`config.mk`:
```
export PLATFORM = sky130hd
export DESIGN_NAME = periodic_virtual_timer_bank_flat
export DESIGN_NICKNAME = d
export VERILOG_FILES = /design/src/sv/pvtb_pkg.sv /design/src/sv/pvtb_if.sv /design/src/sv/periodic_virtual_timer_bank.sv /design/src/flat_wrapper.sv
export SDC_FILE = /design/constraint.sdc
export NUM_CORES = 1
export LEC_CHECK = 0
export BUFFER_PORTS_ARGS = -buffer_cell sky130_fd_sc_hd__buf_4
export CAP_MARGIN = 20
export CORE_UTILIZATION = 35
export DETAILED_ROUTE_END_ITERATION = 6
export PLACE_DENSITY_LB_ADDON = 0.25
export SETUP_SLACK_MARGIN = 0.5
export SYNTH_ARGS = -nofsm -noshare
export SYNTH_HDL_FRONTEND = slang
export SYNTH_SLANG_ARGS = --single-unit
```
`constraint.sdc`:
```
create_clock -name clk -period 8.2 [get_ports clk]
set_input_delay 1.64 -clock clk [delete_from_list [all_inputs] [get_ports clk]]
set_output_delay 1.64 -clock clk [all_outputs]
set_load 0.01 [all_outputs]
```
`src/sv/pvtb_pkg.sv`:
```
// ----------------------------------------------------------------------------
// pvtb_pkg
// Shared constants and types for the periodic virtual timer bank.
// ----------------------------------------------------------------------------
package pvtb_pkg;

  localparam int NUM_TIMERS  = 5;
  localparam int REG_COUNT   = 5;
  localparam int TIMER_W     = 32;
  localparam int REQ_W       = 2;
  localparam int TIMER_IDX_W = 3;
  localparam int REG_IDX_W   = 3;
  localparam int MASK_W      = 5;

  typedef enum logic [REQ_W-1:0] {
    REQ_TICK   = 2'd0,
    REQ_START  = 2'd1,
    REQ_CANCEL = 2'd2
  } req_kind_t;

  typedef logic [TIMER_W-1:0] tick_t;
  typedef logic [MASK_W-1:0]  mask_t;

endpackage

```
`src/sv/pvtb_if.sv`:
```
// ----------------------------------------------------------------------------
// pvtb_if
// Valid/ready channels of the timer bank: requests, results, register writes.
// ----------------------------------------------------------------------------
interface pvtb_req_if import pvtb_pkg::*; ();
  logic                   valid;
  logic                   ready;
  logic [REQ_W-1:0]       req_type;
  logic [TIMER_IDX_W-1:0] timer_sel;

  modport source (output valid, output req_type, output timer_sel, input ready);
  modport sink   (input valid, input req_type, input timer_sel, output ready);
endinterface

interface pvtb_rsp_if import pvtb_pkg::*; ();
  logic        valid;
  logic        ready;
  logic [MASK_W-1:0] expired_mask;

  modport source (output valid, output expired_mask, input ready);
  modport sink   (input valid, input expired_mask, output ready);
endinterface

interface pvtb_cfg_if import pvtb_pkg::*; ();
  logic                 valid;
  logic                 ready;
  logic [REG_IDX_W-1:0] index;
  logic [TIMER_W-1:0]   data;

  modport source (output valid, output index, output data, input ready);
  modport sink   (input valid, input index, input data, output ready);
endinterface

```
`src/sv/periodic_virtual_timer_bank.sv`:
```
// ----------------------------------------------------------------------------
// periodic_virtual_timer_bank
// Five periodic timers on a shared wrapping 32-bit tick counter.
// ----------------------------------------------------------------------------
// result: registered from the request transaction, into the skid entry while the output stalls
// throughput: 1 request per cycle while the skid entry is empty, set by the five parallel subtract-compare units
// results sit in an output register backed by one skid entry
// reset: tick counter, active flags, timeouts and result valids clear
// last firing ticks are not reset; they are written by a start before use
module periodic_virtual_timer_bank import pvtb_pkg::*; (
  input  logic       clk,
  input  logic       rst,
  pvtb_req_if.sink   req,
  pvtb_rsp_if.source rsp,
  pvtb_cfg_if.sink   cfg
);

  tick_t                 tick_count;
  tick_t                 tick_next;
  tick_t                 timeout   [REG_COUNT];
  tick_t                 last_fire [NUM_TIMERS];
  logic [NUM_TIMERS-1:0] active;
  logic [NUM_TIMERS-1:0] fire;
  logic                  push;
  logic                  is_tick;
  logic                  idx_ok;
  mask_t                 new_mask;
  logic                  out_valid;
  mask_t                 out_mask;
  logic                  skid_valid;
  mask_t                 skid_mask;

  assign req.ready = !skid_valid;
  assign cfg.ready = 1'b1;
  assign rsp.valid = out_valid;
  assign rsp.expired_mask = out_mask;

  assign push      = req.valid && req.ready;
  assign is_tick   = req.req_type == REQ_TICK;
  assign idx_ok    = req.timer_sel < TIMER_IDX_W'(NUM_TIMERS);
  assign tick_next = tick_count + tick_t'(1);

  // parallel period checks against the incremented count
  always_comb begin
    for (int i = 0; i < NUM_TIMERS; i++) begin
      fire[i] = is_tick && active[i] && ((tick_next - last_fire[i]) >= timeout[i]);
    end
    new_mask = mask_t'(fire);
  end

  always_ff @(posedge clk) begin
    if (rst) begin
      tick_count <= '0;
      active     <= '0;
      for (int i = 0; i < REG_COUNT; i++) begin
        timeout[i] <= '0;
      end
    end else begin
      if (push) begin
        case (req.req_type)
          REQ_TICK: begin
            tick_count <= tick_next;
          end
          REQ_START: begin
            if (idx_ok) begin
              active[req.timer_sel] <= 1'b1;
            end
          end
          REQ_CANCEL: begin
            if (idx_ok) begin
              active[req.timer_sel] <= 1'b0;
            end
          end
          default: ;
        endcase
      end
      if (cfg.valid && cfg.ready && (cfg.index < REG_IDX_W'(REG_COUNT))) begin
        timeout[cfg.index] <= cfg.data;
        if (cfg.index < REG_IDX_W'(NUM_TIMERS)) begin
          active[cfg.index] <= 1'b0;
        end
      end
    end
  end

  always_ff @(posedge clk) begin
    if (push) begin
      for (int i = 0; i < NUM_TIMERS; i++) begin
        if (fire[i]) begin
          last_fire[i] <= tick_next;
        end
      end
      if ((req.req_type == REQ_START) && idx_ok) begin
        last_fire[req.timer_sel] <= tick_count;
      end
    end
  end

  // output register with one skid entry
  always_ff @(posedge clk) begin
    if (rst) begin
      out_valid  <= 1'b0;
      skid_valid <= 1'b0;
    end else if (!out_valid || rsp.ready) begin
      if (skid_valid) begin
        out_valid  <= 1'b1;
        skid_valid <= 1'b0;
      end else begin
        out_valid <= push;
      end
    end else if (push) begin
      skid_valid <= 1'b1;
    end
  end

  always_ff @(posedge clk) begin
    if (!out_valid || rsp.ready) begin
      if (skid_valid) begin
        out_mask <= skid_mask;
      end else if (push) begin
        out_mask <= new_mask;
      end
    end else if (push) begin
      skid_mask <= new_mask;
    end
  end

endmodule

```
`src/flat_wrapper.sv`:
```
// flat-port wrapper written by rule: the top's interface ports become plain ports
module periodic_virtual_timer_bank_flat import pvtb_pkg::*;
  (clk, rst, req_valid, req_req_type, req_timer_sel, req_ready, rsp_valid, rsp_expired_mask, rsp_ready, cfg_valid, cfg_index, cfg_data, cfg_ready);
  pvtb_req_if req_i ();
  pvtb_rsp_if rsp_i ();
  pvtb_cfg_if cfg_i ();
  input  logic clk;
  input  logic rst;
  input wire logic [$bits(req_i.valid)-1:0] req_valid;
  input wire logic [$bits(req_i.req_type)-1:0] req_req_type;
  input wire logic [$bits(req_i.timer_sel)-1:0] req_timer_sel;
  output wire logic [$bits(req_i.ready)-1:0] req_ready;
  output wire logic [$bits(rsp_i.valid)-1:0] rsp_valid;
  output wire logic [$bits(rsp_i.expired_mask)-1:0] rsp_expired_mask;
  input wire logic [$bits(rsp_i.ready)-1:0] rsp_ready;
  input wire logic [$bits(cfg_i.valid)-1:0] cfg_valid;
  input wire logic [$bits(cfg_i.index)-1:0] cfg_index;
  input wire logic [$bits(cfg_i.data)-1:0] cfg_data;
  output wire logic [$bits(cfg_i.ready)-1:0] cfg_ready;
  assign req_i.valid = req_valid;
  assign req_i.req_type = req_req_type;
  assign req_i.timer_sel = req_timer_sel;
  assign req_ready = req_i.ready;
  assign rsp_valid = rsp_i.valid;
  assign rsp_expired_mask = rsp_i.expired_mask;
  assign rsp_i.ready = rsp_ready;
  assign cfg_i.valid = cfg_valid;
  assign cfg_i.index = cfg_index;
  assign cfg_i.data = cfg_data;
  assign cfg_ready = cfg_i.ready;
  periodic_virtual_timer_bank u_core (.clk(clk), .rst(rst), .req(req_i), .rsp(rsp_i), .cfg(cfg_i));
endmodule
```
==> results of run 1 <==
power groups by stage:
| stage | Sequential, mW | Clock, mW | Combinational, mW |
|---|---|---|---|
| 2_1_floorplan | 2.15 | 0 | 0.194 |
| 3_3_place_gp | 2.15 | 0 | 0.350 |
| 3_5_place_dp | 2.16 | 0 | 0.350 |
| 4_1_cts | 2.12 | 2.17 | 0.352 |
| 5_1_grt | 2.12 | 2.23 | 0.388 |
| 6_report | 2.12 | 2.13 | 0.351 |
through the flow:
step / power (mW) / hold WS [ns] / utilization, % / instances / setup WS [ns]
finish: 4.60 / 0.496 / 39.9 / 4150 / 0.802
detailed placement: 2.51 / 0.487 / 37.8 / 4066 / 0.689
global placement: 2.50 / 0.481 / 37.8 / 4066 / 0.818
CTS: 4.64 / 0.494 / 39.7 / 4148 / 0.657
floorplan: 2.34 / 0.442 / - / 3022 / 1.00
global route: 4.74 / 0.517 / 39.9 / 4149 / 0.511
routing by layer:
| layer | part of all wire [%] | wire, um | track usage [%] | vias up |
|---|---|---|---|---|
| li1 | - | - | - | 10651 |
| met5 | 0 | 0 | 0 | - |
| met1 | 49 | 44700 | 33.2 | 10433 |
| met3 | 5.9 | 5430 | 2.06 | 126 |
| met2 | 43 | 39200 | 33.8 | 723 |
| met4 | 2.5 | 2300 | 5.76 | 0 |
cell families after synthesis:
logic type / synth area share [%]
and+or+nand+nor: 15.5
AOI/OAI and AO/OA: 15.2
DFF: 37.8
buffers and inverters: 6.33
xor gates and xnor gates: 10.7
other: 0.0133
adders and majority gates: 14.5
worst min path at each step:
stage	startpoint	end	slack, ns
after global routing	u_core.active[3]	u_core.active[3]	0.52
after floorplan	u_core.active[4]	u_core.active[4]	0.44
after global placement	u_core.active[3]	u_core.active[3]	0.48
after CTS	u_core.active[3]	u_core.active[3]	0.49
final	u_core.active[3]	u_core.active[3]	0.50
after detailed placement	u_core.active[3]	u_core.active[3]	0.49
layout make-up:
cell class / count / area [um^2]
antenna: 1 / 2.50
clock buffer: 50 / 1140
clock inverter: 32 / 397
fill: 7806 / 47800
inverter: 354 / 1330
multi-input combinational: 2190 / 16000
sequential: 369 / 10700
tap: 1050 / 1310
timing repair buffer: 104 / 826
sequential cells by signal (all words and copies together), names as in the netlist:
signal / flops
u_core.timeout: 160
u_core.last_fire: 160
u_core.tick_count: 32
u_core.skid_mask: 5
u_core.active: 5
u_core.rsp.expired_mask: 5
u_core.skid_valid: 1
u_core.rsp.valid: 1
placed cells by master, fill, tap and decap left out, types with 102 or more instances in the layout:
master    netlist  routed
a21o_1        133     132
a21oi_1       187     187
and2_1        171     171
edfxtp_1      330     330
xnor2_1       205     203
xor2_1        138     134
nand2_1       212     211
o21ai_0       107     102
ha_1          319     319
inv_1         350     350
nor2_1        203     203
critical path, stage by stage (launching register included):
cell and delay [ns]:
dfxtp_1 0.60, and3_1 0.29, nand3_1 0.23, nor3_2 0.48, nand3_1 0.44, xnor2_4 0.32, ha_1 0.50, and3_1 0.22
and2_1 0.14, or4b_1 0.46, o21ai_2 0.21, a41oi_1 0.24, o311ai_0 0.52, a31oi_1 0.18, xnor2_1 0.16, ha_1 0.33
nand4_1 0.16, or4_1 0.55, o211ai_1 0.10, a31o_2 0.27, nand2_1 0.17, o21ai_4 0.19, buf_12 0.26
==> impl_table.tex, run 1 <==
\begin{tabular}{lr}
\hline
Metric & Value \\
\hline
\multicolumn{2}{l}{\textbf{Status}} \\
Status & completed \\
\multicolumn{2}{l}{\textbf{Die}} \\
Width of the chip & 286 um \\
Boundary Pins & 53 \\
Number of rows in the core area & 103 \\
Chip Height & 286 um \\
Full die area & 0.0820 mm\^{}2 \\
Core outline area & 0.0795 mm\^{}2 \\
Initial core utilization & 35.6\% \\
\multicolumn{2}{l}{\textbf{Synth}} \\
Yosys reg bits & 369 \\
Share of async-settable or async-resettable flops after synthesis & 0\% \\
Cell Area, Synth & 0.0283 mm\^{}2 \\
Number of synthesis warnings & 0 \\
Cell count after synthesis & 3,022 \\
Top cell type by total area after synthesis & edfxtp\_1 \\
Number of synthesized flops with an enable pin & 330 \\
Most repeated cell in the gate-level netlist after synthesis & inv\_1 \\
Dominant cells by area after synthesis & edfxtp\_1 35\%, ha\_1 14\%, xnor2\_1 6.3\% \\
Netlist cell types & 83 \\
Area fraction of the dominant cell type after synthesis & 35.0\% \\
Seq/Total Area, Yosys & 37.8\% \\
Cell types with the highest counts after synthesis & 350 x inv\_1, 330 x edfxtp\_1, 319 x ha\_1 \\
Number of nets in the synthesized netlist & 3,391 \\
Avg Cell Area, Syn & 9.36 um\^{}2 \\
Most used flip-flop cell after synthesis & edfxtp\_1 \\
\multicolumn{2}{l}{\textbf{Timing}} \\
Worst slew slack as a fraction of its limit & 25.8\% \\
Final hold viol count & 0 \\
Final count of pins violating max slew & 0 \\
Least-Margin Pin Slew & 1.10 ns \\
Clock skew after layout & 0.0251 ns \\
Summed negative setup slack over all endpoints & 0 ns \\
Final critical delay including setup and external delays & 7.40 ns \\
Setup-failing EPs final & 0 \\
Upper clock frequency limit & 135 MHz \\
Unrepaired setup endpoints after global routing & no \\
Final clock period utilization by the worst path & 90.2\% \\
\multicolumn{2}{l}{\textbf{Setup path}} \\
Required time worst endpoint & 8.48 ns \\
Endpoint class of the critical path & flop \\
Crit-path max FO & 32 \\
Endpoint of the worst-slack reg-to-reg timing path & u\_core.last\_fire[3][7] \\
FF-to-FF Start & u\_core.tick\_count[4] \\
Capture point of the critical path & u\_core.last\_fire[3][7] \\
Crit path kind & reg2reg \\
Worst reg2reg path depth & 22 \\
Launch point of the critical path & u\_core.tick\_count[4] \\
Startpoint Class & flop \\
Flop-to-flop setup slack & 0.80 ns \\
Arrival time at the worst endpoint & 7.68 ns \\
\multicolumn{2}{l}{\textbf{Clocking}} \\
Clock latency on the worst-skew pair & 0.61 ns \\
CTS clk-pin slew, worst paths & 0.06 ns \\
CTS buffer count & 44 \\
Maximum clock path buffer count & 3 \\
CTS tree & done \\
Buffer count from post-CTS setup fixing & 0 \\
Root buffer selected by CTS & clkbuf\_16 \\
Total clock sinks & 369 \\
Count of hold-fix buffers inserted at cts & 0 \\
H-tree lvl count & 2 \\
Number of gates given a new drive strength after cts & 0 \\
\multicolumn{2}{l}{\textbf{Placement}} \\
Hpwl dp & 70,900 um \\
Post-place instance area & 0.0301 mm\^{}2 \\
\# port buffers & 51 \\
Routability-driven placement congestion ratio & 0.934 \\
\multicolumn{2}{l}{\textbf{Power}} \\
Logic gate share of total power & 7.6\% \\
Internal power & 3.48 mW \\
Fraction of power spent switching nets & 24.2\% \\
Clock share of power & 46.3\% \\
Static leakage & 14.5 nW \\
Worst IR drop on VDD & 0.123 mV \\
Pwr dens & 145 mW/mm\^{}2 \\
Net switching power of the design & 1.11 mW \\
Sequential power share & 46.1\% \\
\multicolumn{2}{l}{\textbf{Global routing}} \\
Number of antenna violations at the first check in global routing & 4 \\
Pin count of the biggest net entering global routing & 45 \\
Gr usage total & 22.2\% \\
Wire length of the first global-routing pass & 135,000 um \\
Total grt overflow & 0 \\
Number of global-route vias before repair & 21.0k \\
\multicolumn{2}{l}{\textbf{Drt}} \\
DRC errors left & 0 \\
Number of nets with antenna violations after routing & 0 \\
Vias after detailed routing & 21.9k \\
Initial DRC Count & 1,876 \\
Sum of routed wire length over all layers & 91,600 um \\
Via density per instance & 5.29 \\
Routed wire per std cell & 22.1 um \\
Detailed-router iteration count before antenna repair & 5 \\
\multicolumn{2}{l}{\textbf{Finish}} \\
Share of layout cells above drive strength 1 & 7.49\% \\
Final non-filler cell area & 0.0317 mm\^{}2 \\
Total number of nets in the final design & 3,432 \\
Layout area overhead & 12.0\% \\
\multicolumn{2}{l}{\textbf{Run}} \\
Max cap viols & 0 \\
\multicolumn{2}{l}{\textbf{Worst hold path}} \\
Path class of the lowest-slack min-delay path & reg2reg \\
Number of stages on the worst hold path & 2 \\
\hline
\end{tabular}
Note: power is estimated with default switching activity, not from simulation.
==> inputs of run 2 (changes only) <==
- CORE_MARGIN: unset -> 2
- GPL_ROUTABILITY_DRIVEN: unset -> 0
==> impl_table.tex, run 2 (synthesized netlist as in run 1, its figures left out) <==
\begin{tabular}{lr}
\hline
Metric & Value \\
\hline
\multicolumn{2}{l}{\textbf{Power}} \\
Pwr dens & 142 mW/mm\^{}2 (-2.1\%) \\
Fraction of power spent switching nets & 24.9\% (+0.69 points) \\
Logic gate share of total power & 7.7\% (about the same) \\
Total power draw & 4.47 mW (-2.7\%) \\
Internal power & 3.36 mW (-3.5\%) \\
Clock share of power & 44.9\% (-1.4 points) \\
Net switching power of the design & 1.11 mW (+0.14\%) \\
Worst IR drop on VDD & 0.111 mV (-9.9\%) \\
Sequential power share & 47.3\% (+1.2 points) \\
Static leakage & 14.4 nW (-0.73\%) \\
\multicolumn{2}{l}{\textbf{Die}} \\
Core outline area & 0.0803 mm\^{}2 (+0.97\%) \\
Width of the chip & 288 um (+0.70\%) \\
Initial core utilization & 35.2\% (-0.34 points) \\
Boundary Pins & 53 (unchanged) \\
Full die area & 0.0831 mm\^{}2 (+1.4\%) \\
Chip Height & 288 um (+0.70\%) \\
Number of rows in the core area & 104 (+0.97\%) \\
\multicolumn{2}{l}{\textbf{Finish}} \\
Layout area overhead & 11.4\% \\
Share of layout cells above drive strength 1 & 7.19\% (-0.30 points) \\
Total number of nets in the final design & 3,422 (-0.29\%) \\
Top library cells by usage in the layout, fill and taps aside & 350 x inv\_1, 330 x edfxtp\_1, 319 x ha\_1, 212 x nand2\_1 \\
Final-layout fill cell count & 7,896 (+1.2\%) \\
Biggest registers after layout & u\_core.last\_fire: 160 flops, u\_core.timeout: 160 flops, u\_core.tick\_count: 32 flops \\
Combined area of the multi-input logic cells & 0.0160 mm\^{}2 (about the same) \\
Sequential cell area in the final layout & 0.0107 mm\^{}2 (unchanged) \\
Most common cell after layout, fill and taps aside & inv\_1 \\
\multicolumn{2}{l}{\textbf{Timing}} \\
Clock skew after layout & 0.0190 ns (-0.00609 ns) \\
Worst slew slack as a fraction of its limit & 23.8\% (-2.0 points) \\
Unrepaired setup endpoints after global routing & no \\
Final hold viol count & 0 (unchanged) \\
Final clock period utilization by the worst path & 89.2\% (-1.1 points) \\
Setup-failing EPs final & 0 (unchanged) \\
Summed negative setup slack over all endpoints & 0 ns (unchanged) \\
Least-Margin Pin Slew & 1.14 ns (+0.0322 ns) \\
Upper clock frequency limit & 137 MHz (+1.2\%) \\
Final critical delay including setup and external delays & 7.31 ns (-0.0863 ns) \\
Final count of pins violating max slew & 0 (unchanged) \\
\multicolumn{2}{l}{\textbf{Global routing}} \\
Number of antenna violations at the first check in global routing & 4 (unchanged) \\
Gr usage total & 21.6\% (-0.56 points) \\
Wire length of the first global-routing pass & 134,000 um (-0.84\%) \\
Total grt overflow & 0 (unchanged) \\
Pin count of the biggest net entering global routing & 45 (unchanged) \\
Number of global-route vias before repair & 20.7k (-1.1\%) \\
\multicolumn{2}{l}{\textbf{Setup path}} \\
Launch point of the critical path & u\_core.tick\_count[1] \\
Cell-by-cell listing of the critical path & ha\_1 -> nand3\_1 -> nor3\_2 -> nand3\_1 -> xnor2\_2 -> ha\_1 -> and3\_1 -> and4\_1 -> a221o\_1 -> a31o\_2 -> a41o\_1 -> a311oi\_1 -> xnor2\_1 -> ha\_1 -> nand4\_1 -> or4\_1 -> o211ai\_1 -> a31o\_2 -> nand2\_1 -> o21ai\_4 -> buf\_4 \\
Most frequent CP cell & ha\_1 \\
Max incr delay on CP & 0.53 ns (-0.07 ns) \\
Arrival time at the worst endpoint & 7.54 ns (-0.14 ns) \\
Crit-path max FO & 32 (unchanged) \\
FF-to-FF Start & u\_core.tick\_count[1] \\
Required time worst endpoint & 8.43 ns (-0.05 ns) \\
Endpoint class of the critical path & flop \\
Cell with the biggest individual delay on the critical path & or4\_1 \\
Crit path kind & reg2reg \\
Startpoint Class & flop \\
\multicolumn{2}{l}{\textbf{Drt}} \\
Vias after detailed routing & 21.9k (-0.12\%) \\
Detailed-router iteration count before antenna repair & 6 (+1) \\
Routed wire per std cell & 21.8 um (-1.3\%) \\
Number of nets with antenna violations after routing & 0 (unchanged) \\
Via density per instance & 5.28 (-0.12\%) \\
Initial DRC Count & 1,999 (+6.6\%) \\
DRC errors left & 0 (unchanged) \\
Sum of routed wire length over all layers & 90,300 um (-1.3\%) \\
\multicolumn{2}{l}{\textbf{Clocking}} \\
Number of gates given a new drive strength after cts & 0 (unchanged) \\
CTS clk-pin slew, worst paths & 0.06 ns (about the same) \\
Buffer count from post-CTS setup fixing & 0 (unchanged) \\
Root buffer selected by CTS & clkbuf\_16 \\
Maximum clock path buffer count & 3 (unchanged) \\
Total clock sinks & 369 (unchanged) \\
H-tree lvl count & 2 (unchanged) \\
CTS buffer count & 44 (unchanged) \\
Count of hold-fix buffers inserted at cts & 0 (unchanged) \\
CTS tree & done \\
Clock latency on the worst-skew pair & 0.61 ns (about the same) \\
\multicolumn{2}{l}{\textbf{Placement}} \\
Hpwl dp & 69,800 um (-1.6\%) \\
\# port buffers & 51 (unchanged) \\
\multicolumn{2}{l}{\textbf{Worst hold path}} \\
Hold Path Origin & u\_core.active[3] \\
Path class of the lowest-slack min-delay path & reg2reg \\
\multicolumn{2}{l}{\textbf{Run}} \\
Max cap viols & 0 (unchanged) \\
\multicolumn{2}{l}{\textbf{Status}} \\
Status & completed \\
\hline
\end{tabular}
==> run 2: path summary, 6_finish.rpt <==
kind	endpoint	slack, ns	cells after the start
worst max register to register	u_core.last_fire[3][7]	0.89	21
worst min-delay path	u_core.active[3]	0.49	2
worst max-delay path	u_core.last_fire[3][7]	0.89	21
worst min register to register	u_core.active[3]	0.49	2
==> run 2: power by group through the flow <==
stage	combinational, mW	sequential (mW)	clock, mW
3_3_place_gp	0.346	2.15	0
5_1_grt	0.384	2.12	2.12
4_1_cts	0.348	2.12	2.04
2_1_floorplan	0.194	2.15	0
3_5_place_dp	0.346	2.16	0
6_report	0.346	2.12	2.01
==> run 2: critical path, delay by kind of cell, from the launching register on <==
family                     cells  cell delay [ns]
AOI/OAI and AO/OA              7             1.67
xor gates and xnor gates       2             0.66
DFF                            1             0.47
buffers and inverters          1             0.44
and+or+nand+nor                8             2.52
adders and majority gates      3             1.13
==> run 2: through the flow <==
stage	cell area, um^2	instances	hold WS, ns	setup slack (ns)	utilization [%]
after global placement	30000	4067	0.482	0.888	37.4
final	31500	4150	0.492	0.888	39.3
after floorplan	28300	3022	0.442	1.00	-
after detailed placement	30000	4067	0.485	0.701	37.4
after CTS	31500	4149	0.495	0.684	39.2
after global routing	31500	4149	0.536	0.507	39.3
==> run 2: routing by layer <==
| metal | wire length, um | track usage [%] |
|---|---|---|
| met5 | 23 | 0 |
| met4 | 1970 | 5.03 |
| met3 | 5770 | 2.80 |
| met2 | 38700 | 32.8 |
| met1 | 43900 | 32.4 |
==> run 2: cell type report <==
| type | instances | share of cell area, % |
|---|---|---|
| Sequential cell | 369 | 33.9 |
| Antenna cell | 1 | 0.00794 |
| Tap cell | 1060 | 4.21 |
| Clock buffer | 54 | 3.77 |
| Timing Repair Buffer | 94 | 2.33 |
| Multi-Input combinational cell | 2190 | 50.7 |
| Clock inverter | 28 | 0.877 |
| Inverter | 354 | 4.21 |
